File: src/sv/pfp_pkg.sv
// Shared constants for the pressure frame parser.
`timescale 1ns / 1ps

package pfp_pkg;

    localparam logic [7:0] SYNC_BYTE    = 8'hff;
    localparam logic [7:0] HDR9_FIRST   = 8'h25;
    localparam logic [7:0] HDR9_SECOND  = 8'h4f;
    localparam logic [7:0] HDR13_FIRST  = 8'h29;
    localparam logic [7:0] HDR13_SECOND = 8'hcf;

    localparam int NINE_LEN     = 9;
    localparam int THIRTEEN_LEN = 13;

    localparam int PRESSURE_COUNT = 5;
    localparam int NINE_PRESS_BASE     = 3;
    localparam int THIRTEEN_PRESS_BASE = 7;
    localparam int LAST_KEPT_INDEX     = 11;

    localparam logic FRAME_KIND_NINE     = 1'b0;
    localparam logic FRAME_KIND_THIRTEEN = 1'b1;
    localparam logic CHECK_OK            = 1'b0;
    localparam logic CHECK_ERROR         = 1'b1;

    typedef logic [7:0] pressure_t;

    localparam pressure_t PRESSURE_INIT [PRESSURE_COUNT] =
        '{8'd1, 8'd2, 8'd3, 8'd4, 8'd12};

endpackage

File: src/sv/pressure_frame_parser.sv
// Top level: serial pressure frame parser with registered input and result stages.
`timescale 1ns / 1ps

// Takes one received byte per beat and accepts a new byte in every cycle while the
// result register is free or being drained. A byte is registered at the input and
// processed once the result register is free or being drained; a frame's result beat
// is registered for the master side. Byte 0xff starts a frame; other bytes before
// sync are dropped. A nine-byte frame with header 25 4F or a thirteen-byte frame with
// header 29 CF gives one result beat carrying the frame kind, the checksum status and
// the five held pressures (updated only when the checksum is good). A running checksum
// and a position counter that wraps at STORE_DEPTH keep the per-byte work to one add
// and a few compares. Only frame bytes one through eleven are ever read back, so
// those are kept in registers.
module pressure_frame_parser #(
    parameter int STORE_DEPTH = 16
) (
    input  logic        clk,
    input  logic        rst_n,
    input  logic        s_tvalid,
    output logic        s_tready,
    input  logic [7:0]  s_tdata,   // [7:0] rx_byte
    output logic        m_tvalid,
    input  logic        m_tready,
    output logic [39:0] m_tdata,   // [7:0] corner_pressure_0, [15:8] corner_pressure_1,
                                   // [23:16] corner_pressure_2, [31:24] corner_pressure_3,
                                   // [39:32] tank_pressure
    output logic [1:0]  m_tuser    // [0] frame_kind, [1] check_status
);

    localparam int PW = $clog2(STORE_DEPTH);

    logic                 in_valid_reg;
    logic [7:0]           rx_reg;
    logic [PW-1:0]        pos_reg;
    logic [PW-1:0]        pos_next;
    logic [PW-1:0]        pos_inc;
    logic [7:0]           sum_reg;
    logic [7:0]           sum_next;
    pfp_pkg::pressure_t   store_reg [1:pfp_pkg::LAST_KEPT_INDEX];
    pfp_pkg::pressure_t   held_reg  [pfp_pkg::PRESSURE_COUNT];
    pfp_pkg::pressure_t   frame_press [pfp_pkg::PRESSURE_COUNT];
    pfp_pkg::pressure_t   out_press   [pfp_pkg::PRESSURE_COUNT];
    logic                 m_tvalid_reg;
    logic [39:0]          m_tdata_reg;
    logic [1:0]           m_tuser_reg;

    logic out_free;
    logic proc;
    logic store_en;
    logic hdr9;
    logic hdr13;
    logic res_hit;
    logic res_kind;
    logic res_good;

    assign out_free = !m_tvalid_reg || m_tready;
    assign proc     = in_valid_reg && out_free;
    assign s_tready = !in_valid_reg || out_free;
    assign m_tvalid = m_tvalid_reg;
    assign m_tdata  = m_tdata_reg;
    assign m_tuser  = m_tuser_reg;

    assign hdr9  = (store_reg[1] == pfp_pkg::HDR9_FIRST)  && (store_reg[2] == pfp_pkg::HDR9_SECOND);
    assign hdr13 = (store_reg[1] == pfp_pkg::HDR13_FIRST) && (store_reg[2] == pfp_pkg::HDR13_SECOND);

    always_comb
    begin
        pos_inc  = (pos_reg == PW'(STORE_DEPTH - 1)) ? '0 : pos_reg + PW'(1);
        pos_next = pos_reg;
        sum_next = sum_reg;
        store_en = 1'b0;
        res_hit  = 1'b0;
        res_kind = pfp_pkg::FRAME_KIND_NINE;
        res_good = 1'b0;
        if (proc)
        begin
            if (rx_reg == pfp_pkg::SYNC_BYTE)
            begin
                pos_next = PW'(1);
                sum_next = '0;
            end
            else if (pos_reg != '0)
            begin
                store_en = 1'b1;
                sum_next = sum_reg + rx_reg;
                pos_next = pos_inc;
                if (pos_inc == PW'(pfp_pkg::NINE_LEN) && hdr9)
                begin
                    res_hit  = 1'b1;
                    res_kind = pfp_pkg::FRAME_KIND_NINE;
                    res_good = (sum_next == 8'd0);
                end
                else if (pos_inc == PW'(pfp_pkg::THIRTEEN_LEN) && hdr13)
                begin
                    res_hit  = 1'b1;
                    res_kind = pfp_pkg::FRAME_KIND_THIRTEEN;
                    res_good = (sum_next == 8'd0);
                    pos_next = '0;
                end
            end
        end
    end

    always_comb
    begin
        for (int i = 0; i < pfp_pkg::PRESSURE_COUNT; i++)
        begin
            frame_press[i] = res_kind ? store_reg[pfp_pkg::THIRTEEN_PRESS_BASE + i]
                                      : store_reg[pfp_pkg::NINE_PRESS_BASE + i];
            out_press[i]   = res_good ? frame_press[i] : held_reg[i];
        end
    end

    always_ff @(posedge clk or negedge rst_n)
    begin
        if (!rst_n)
        begin
            in_valid_reg <= 1'b0;
            pos_reg      <= '0;
            sum_reg      <= '0;
            m_tvalid_reg <= 1'b0;
            for (int i = 0; i < pfp_pkg::PRESSURE_COUNT; i++)
            begin
                held_reg[i] <= pfp_pkg::PRESSURE_INIT[i];
            end
        end
        else
        begin
            if (s_tready)
            begin
                in_valid_reg <= s_tvalid;
            end
            pos_reg <= pos_next;
            sum_reg <= sum_next;
            if (res_hit)
            begin
                m_tvalid_reg <= 1'b1;
            end
            else if (m_tready)
            begin
                m_tvalid_reg <= 1'b0;
            end
            if (res_hit && res_good)
            begin
                for (int i = 0; i < pfp_pkg::PRESSURE_COUNT; i++)
                begin
                    held_reg[i] <= frame_press[i];
                end
            end
        end
    end

    always_ff @(posedge clk)
    begin
        if (s_tvalid && s_tready)
        begin
            rx_reg <= s_tdata;
        end
        for (int i = 1; i <= pfp_pkg::LAST_KEPT_INDEX; i++)
        begin
            if (store_en && pos_reg == PW'(i))
            begin
                store_reg[i] <= rx_reg;
            end
        end
        if (res_hit)
        begin
            m_tdata_reg <= {out_press[4], out_press[3], out_press[2], out_press[1], out_press[0]};
            m_tuser_reg <= {res_good ? pfp_pkg::CHECK_OK : pfp_pkg::CHECK_ERROR, res_kind};
        end
    end

    a_pos_range: assert property (@(posedge clk) disable iff (!rst_n)
        pos_reg <= PW'(STORE_DEPTH - 1))
        else $error("position out of range");

    a_out_matches_held: assert property (@(posedge clk) disable iff (!rst_n)
        m_tvalid_reg |-> m_tdata_reg == {held_reg[4], held_reg[3], held_reg[2],
                                         held_reg[1], held_reg[0]})
        else $error("result pressures differ from held pressures");

    a_thirteen_clears: assert property (@(posedge clk) disable iff (!rst_n)
        res_hit && res_kind == pfp_pkg::FRAME_KIND_THIRTEEN |=> pos_reg == '0)
        else $error("thirteen-byte frame did not clear position");

    a_empty_ready: assert property (@(posedge clk) disable iff (!rst_n)
        !in_valid_reg |-> s_tready)
        else $error("input stage empty but not ready");

    a_result_needs_item: assert property (@(posedge clk) disable iff (!rst_n)
        $rose(m_tvalid_reg) |-> $past(in_valid_reg))
        else $error("result without a processed beat");

endmodule

File: config.mk
export PLATFORM = sky130hd
export DESIGN_NAME = pressure_frame_parser
export DESIGN_NICKNAME = d
export VERILOG_FILES = /design/src/sv/pfp_pkg.sv /design/src/sv/pressure_frame_parser.sv
export SDC_FILE = /design/constraint.sdc
export NUM_CORES = 1
export LEC_CHECK = 0
export BUFFER_PORTS_ARGS = -buffer_cell sky130_fd_sc_hd__buf_4
export CAP_MARGIN = 20
export CORE_MARGIN = 2
export CORE_UTILIZATION = 55
export CTS_BUF_LIST = sky130_fd_sc_hd__clkbuf_4 sky130_fd_sc_hd__clkbuf_8
export DETAILED_ROUTE_END_ITERATION = 10
export GPL_TIMING_DRIVEN = 0
export HOLD_SLACK_MARGIN = 0.12
export PLACE_DENSITY = 0.8
export SLEW_MARGIN = 20
export SYNTH_ARGS = -nofsm -noshare
export SYNTH_HDL_FRONTEND = slang
export SYNTH_SLANG_ARGS = --single-unit
File: constraint.sdc
create_clock -name clk -period 3.6 [get_ports clk]
set_input_delay 0.72 -clock clk [delete_from_list [all_inputs] [get_ports clk]]
set_output_delay 0.72 -clock clk [all_outputs]
set_load 0.05 [all_outputs]
Word level (Yosys, flattened, before mapping)
Memories as Yosys holds them, arrays and structs flattened.
Cells that the tools add are included.
{ "totals": {"regBits": 104, "n_memories": 1, "output_inout_bits": 44, "ramBits": 88} }
{ "op_classes": {"addsub": 2, "mux": 89, "eq_ne": 19, "reduce_logical": 37} }
{ "memory_table": {"columns": ["memory", "depth", "width", "read_ports", "rd_ports_with_merged_regs", "wr", "line_no", "text"], "rows": [
  ["store_reg", 11, 8, 11, 0, 1, "pressure_frame_parser.sv:39", "pfp_pkg::pressure_t store_reg [1:pfp_pkg::LAST_KEPT_INDEX];"]
]} }
{ "ops": {"columns": ["operator", "n"], "rows": [
  ["2-to-1 mux 8 bit", 22],
  ["OR reduction 8 bit", 10],
  ["2-to-1 mux 4 bit", 15],
  ["2-to-1 mux 1 bit", 52],
  ["== test 4 bit, second input constant", 7],
  ["logical AND 1 bit", 18],
  ["== test 4 x 3 -> 1 bit, second input constant", 4],
  ["== test 8 x 6 -> 1 bit, second input constant", 2],
  ["== test 8 bit, second input constant", 2],
  ["adder 8 bit", 1],
  ["== test 4 x 2 -> 1 bit, second input constant", 2],
  ["== test 8 x 7 -> 1 bit, second input constant", 1],
  ["zero test 8 bit", 1],
  ["adder 4 x 1 -> 4 bit, second input constant", 1],
  ["== test 4 x 1 -> 1 bit, second input constant", 1],
  ["nonzero test 2 bit", 2],
  ["nonzero test 4 bit", 1],
  ["zero test 1 bit", 2],
  ["logical OR 1 bit", 2],
  ["AND reduction 2 bit", 1]
]} }

Longest topological paths before layout
{ "logic_depth": {"word_depth": 18, "mapped_depth": 9, "mapped_depth_nobuf": 8} }

Worst setup path before layout
No wires, ideal clock.
{ "synth_timing": {"path_kind": "reg2reg", "startpoint": "register pos_reg[3]", "endpoint": "register m_tuser_reg[1] (netlist: m_tuser[1]), data pin", "stages_incl_launch_ff": 8, "t_required_ns": 3.328, "arrival_time_ns": 3.261, "path_slack_ns": 0.067, "path_buffers": 1, "setup_time_ns": 0.272, "cell_sequence": "dfrtp_1 > buf_2 > nand2b_4 > or3_1 > a2111oi_0 > and3_1 > nand2_1 > or4_1"} }
{ "synth_via": {"elab_chain_len": 10, "elab_cells_between_ends": 14, "cone_classes": "add/sub: 1; eq/ne: 3; mux: 7; reduce/logical: 3"} }
{ "synth_lines": {"columns": ["item", "line_no", "text"], "rows": [
  ["from (decl)", "pressure_frame_parser.sv:34", "logic [PW-1:0] pos_reg;"],
  ["from (signal assigned)", "pressure_frame_parser.sv:133", "pos_reg <= pos_next;"],
  ["adder 4 x 1 -> 4 bit or == test 4 bit (tied branches)", "pressure_frame_parser.sv:68", "pos_inc = (pos_reg == PW'(STORE_DEPTH - 1)) ? '0 : pos_reg + PW'(1);"],
  ["2-to-1 mux 4 bit", "pressure_frame_parser.sv:68", null],
  ["== test 4 bit", "pressure_frame_parser.sv:93", "else if (pos_inc == PW'(pfp_pkg::THIRTEEN_LEN) && hdr13)"],
  ["logical AND 1 bit", "pressure_frame_parser.sv:93", null],
  ["2-to-1 mux 1 bit", "pressure_frame_parser.sv:93", null],
  ["2-to-1 mux 1 bit", "pressure_frame_parser.sv:87", "if (pos_inc == PW'(pfp_pkg::NINE_LEN) && hdr9)"],
  ["2-to-1 mux 1 bit *", "pressure_frame_parser.sv:82", "else if (pos_reg != '0)"],
  ["2-to-1 mux 1 bit *", "pressure_frame_parser.sv:77", "if (rx_reg == pfp_pkg::SYNC_BYTE)"],
  ["2-to-1 mux 1 bit *", "pressure_frame_parser.sv:75", "if (proc)"],
  ["2-to-1 mux 1 bit *", "pressure_frame_parser.sv:169", "m_tuser_reg <= {res_good ? pfp_pkg::CHECK_OK : pfp_pkg::CHECK_ERROR, res_kind};"],
  ["to (signal assigned)", "pressure_frame_parser.sv:169", null],
  ["to (decl)", "pressure_frame_parser.sv:45", "logic [1:0] m_tuser_reg;"]
]} }
Every way passes the cells marked *; elsewhere a longest branch is shown, timed or not.
A chain may end at the register's enable or synchronous reset.

==> flow_summary_export.csv <==
group,metric,value,unit
logic_synthesis,synth_ff_type,"edfxtp_1",
logic_synthesis,synthesis.nets,486,
clock_tree,tritoncts_clock_tree,"built",
clock_tree,clock_latency,470,ps
route,post_drt_wl_per_cell,20.0,µm
timing,finalHoldWorstSlack,327,ps
logic_synthesis,post_synth_top_area_share,0.523,
setup_path,critical_path_cell_by_cell,"ha_1 -> a211oi_1 -> nor4b_1 -> or4_1 -> or2_1 -> nor4_4 -> buf_12 -> buf_6 -> mux2_2",
die,die_span_x,124,µm
logic_synthesis,postSynthRegisterBits,192,
place,portBuffers,55,
setup_path,timing.critical_path.required,3810,ps
timing,maxSlewViolCount,0,
setup_path,worst_setup_path_end_kind,"register",
clock_tree,worst_setup_hold_path_clk_slew,90,ps
logic_synthesis,yosysWarningCount,0,
setup_path,cp_slowest_stage_delay,590,ps
place,place.detailed.instances,698,
route,drt_first_pass_iters,5,
finish,fillCellCount,1000,
flow_run,max_cap_violations,0,
route,number_of_vias_per_cell,5.88,
place,globalplace.congestion,0.869,
global_route,grt_overflow,0,
global_route,use_met2,0.349,
timing,fmax,287,MHz
logic_synthesis,async_reset_ff_frac,0.281,
global_route,grt_start_max_net_pins,55,
global_route,total_global_routing_track_utilization,0.209,
logic_synthesis,synth.cells.most_frequent,"138 x edfxtp_1, 108 x mux2_2, 47 x dfrtp_1",
logic_synthesis,syn_area,0.00792,mm²
die,fp.dieArea,0.0154,mm²
route,antenna_violating_nets_post_route,0,
timing,unrepaired_setup_endpoints_after_global_routing,"false",
finish,final_net_count,571,
setup_path,worstPathBufferInverterCount,2,
route,number_of_vias_after_detailed_routing,4350,
clock_tree,tritoncts_num_sinks,192,
power,p_leak,3.45,nW
logic_synthesis,syn_inst,462,
die,chipHeight,124,µm
global_route,via_count_of_the_first_global_routing_pass,4454,
route,dr.first_iter.drc_count,265,
timing,slew_headroom,0.440,
global_route,globalRouteMet3Util,0.0458,
logic_synthesis,syn_avg_cell_area,17.2,µm²
finish,final_layout_size_suffix_gt1_frac,0.421,
logic_synthesis,post_synth_main_area_contributors,"edfxtp_1 52%, mux2_2 15%, dfrtp_1 15%",
route,drt_wl_total,14800,µm
power,vdd_ir_drop_max,0.352,mV
route,drc_errors,0,
timing,final.min_clock_period,3480,ps
clock_tree,clock-root-buffer,"clkbuf_8",
finish,largest_register_ff_count,88,
timing,skew,13.7,ps
finish,sequential_cell_area,0.00550,mm²
timing,tightestPinTransition,837,ps
clock_tree,htree_levels,4,
power,power_density,540,mW/mm²
global_route,global_route.usage.met1,0.256,
logic_synthesis,post_synth_num_cell_types,52,
timing,finalCritPeriodShare,0.968,
global_route,top_usage_layer,"met2",
logic_synthesis,synth.largest_area_cell,"edfxtp_1",
timing,timing.setup.tns,0,ps
die,initial_utilization,0.566,
finish,multi_input_comb_area,0.00230,mm²
timing,finalSetupViolations,0,
global_route,grt_pass1_wl,23300,µm
logic_synthesis,synth.most_common_cell,"edfxtp_1",
clock_tree,clk_path_buf_depth,2,
die,coreArea,0.0140,mm²
logic_synthesis,synth_sequential_area_ratio,0.695,
global_route,antenna_found_initial,0,
clock_tree,cts-hold-fix-buffers,0,
die,top_level_ports,56,
logic_synthesis,synth_enable_flop_cells,138,
setup_path,critPathKind,"register to register",
finish,layout-area-overhead-vs-synth,14.9,%
setup_path,worst-endpoint-arrival,3690,ps
status,run_status,"completed",
clock_tree,tritoncts.num_buffers,17,
setup_path,timing.critical_path.slowest_stage_cell,"or4_1",
finish,final_cell_count_no_fill,740,
setup_path,worst_path_dominant_cell_family,"simple AND/OR/NAND/NOR gates",
setup_path,maximum_net_fanout_on_the_critical_path,10,
hold_path,timing.hold.worst.class,"input pin to async pin",
finish,num_antenna_cells,0,
die,floorplan.rows,43,
timing,final_hold_viol_count,0,
place,dp_hpwl,9520,µm
setup_path,critPathLaunchType,"register",
## metrics by stage
stage | setup WS [ps] | total power (W) | cell area [µm²] | util
global route | 6.84 | 0.00514 | 9100 | 0.651
finish | 116 | 0.00491 | 9100 | 0.651
floorplan | 67.2 | 0.00329 | 7920 | -
CTS | 139 | 0.00492 | 9080 | 0.649
detailed placement | -533 | 0.00352 | 8590 | 0.614
global placement | -838 | 0.00346 | 8560 | 0.612
## repair_timing
item | CTS | global route
pin swaps | 1 | 0
setup buffers | 9 | 1
resized for setup | 1 | 1
endpoints found under the hold margin | 0 | 0
cloned | 0 | 0
setup endpoints to repair | 128 | 3
## logic make-up after synthesis
logic type / after synthesis / share of synthesized area
flops: 192 / 0.695
mux: 120 / 0.171
simple gates: 77 / 0.0581
compound gates: 35 / 0.0335
buf+inv: 21 / 0.0178
fa+ha+maj: 12 / 0.0199
xor+xnor: 5 / 0.00553
## layer usage
| metal | up-vias | wire length (µm) |
|---|---|---|
| li1 | 1951 | - |
| met1 | 2232 | 5980 |
| met2 | 132 | 7640 |
| met3 | 35 | 707 |
| met4 | 0 | 453 |
| met5 | - | 0 |
## cell usage in the layout (no fill, tap or decap), types with 3 or more instances in the layout
cell        n
clkbuf_1    6
a22o_1     10
nor3_2      3
mux2_1     12
mux2_2    108
and3_1      4
dfstp_2     7
inv_6       4
nand3_1     6
nor2_1     16
dfrtp_1    47
nand2_1    11
clkbuf_8   18
nand2b_1    3
buf_4      64
ha_1       11
edfxtp_1  138
buf_6       8
nand3b_1    3
a21oi_1     5
inv_1       5
or3_1       3
o21ai_0     4
nand4_1     5
xnor2_1     4
## power by group
| group | switching [W] | leakage, nW | internal [W] |
|---|---|---|---|
| combinational | 0.000526 | 1.38 | 0.000349 |
| clock | 0.000751 | 0.200 | 0.000645 |
| sequential | 0.0000936 | 1.87 | 0.00255 |
| total | 0.00137 | 3.45 | 0.00354 |
## cell type report
type | instances | share of cell area
flip-flops and latches | 192 | 0.605
multi-input cells | 249 | 0.253
repair buffers | 66 | 0.0580
clock buffers | 18 | 0.0272
well taps | 180 | 0.0247
clock inverters | 14 | 0.0168
plain buffers | 16 | 0.0135
inverters | 5 | 0.00206
## final timing paths
path | start | endpoint | slack [ps] | depth (start not counted)
max | rx_reg[1] | m_tdata[14] | 120 | 9
min | rst_n | held_reg[34] | 330 | 1
max reg2reg | rx_reg[1] | m_tdata[14] | 120 | 9
min reg2reg | held_reg[12] | held_reg[12] | 490 | 1
max in group asynchronous | rst_n | pos_reg[1] | 2780 | 1
min in group clk | s_tdata[3] | rx_reg[3] | 420 | 1
(Power assumes the default switching activity.)
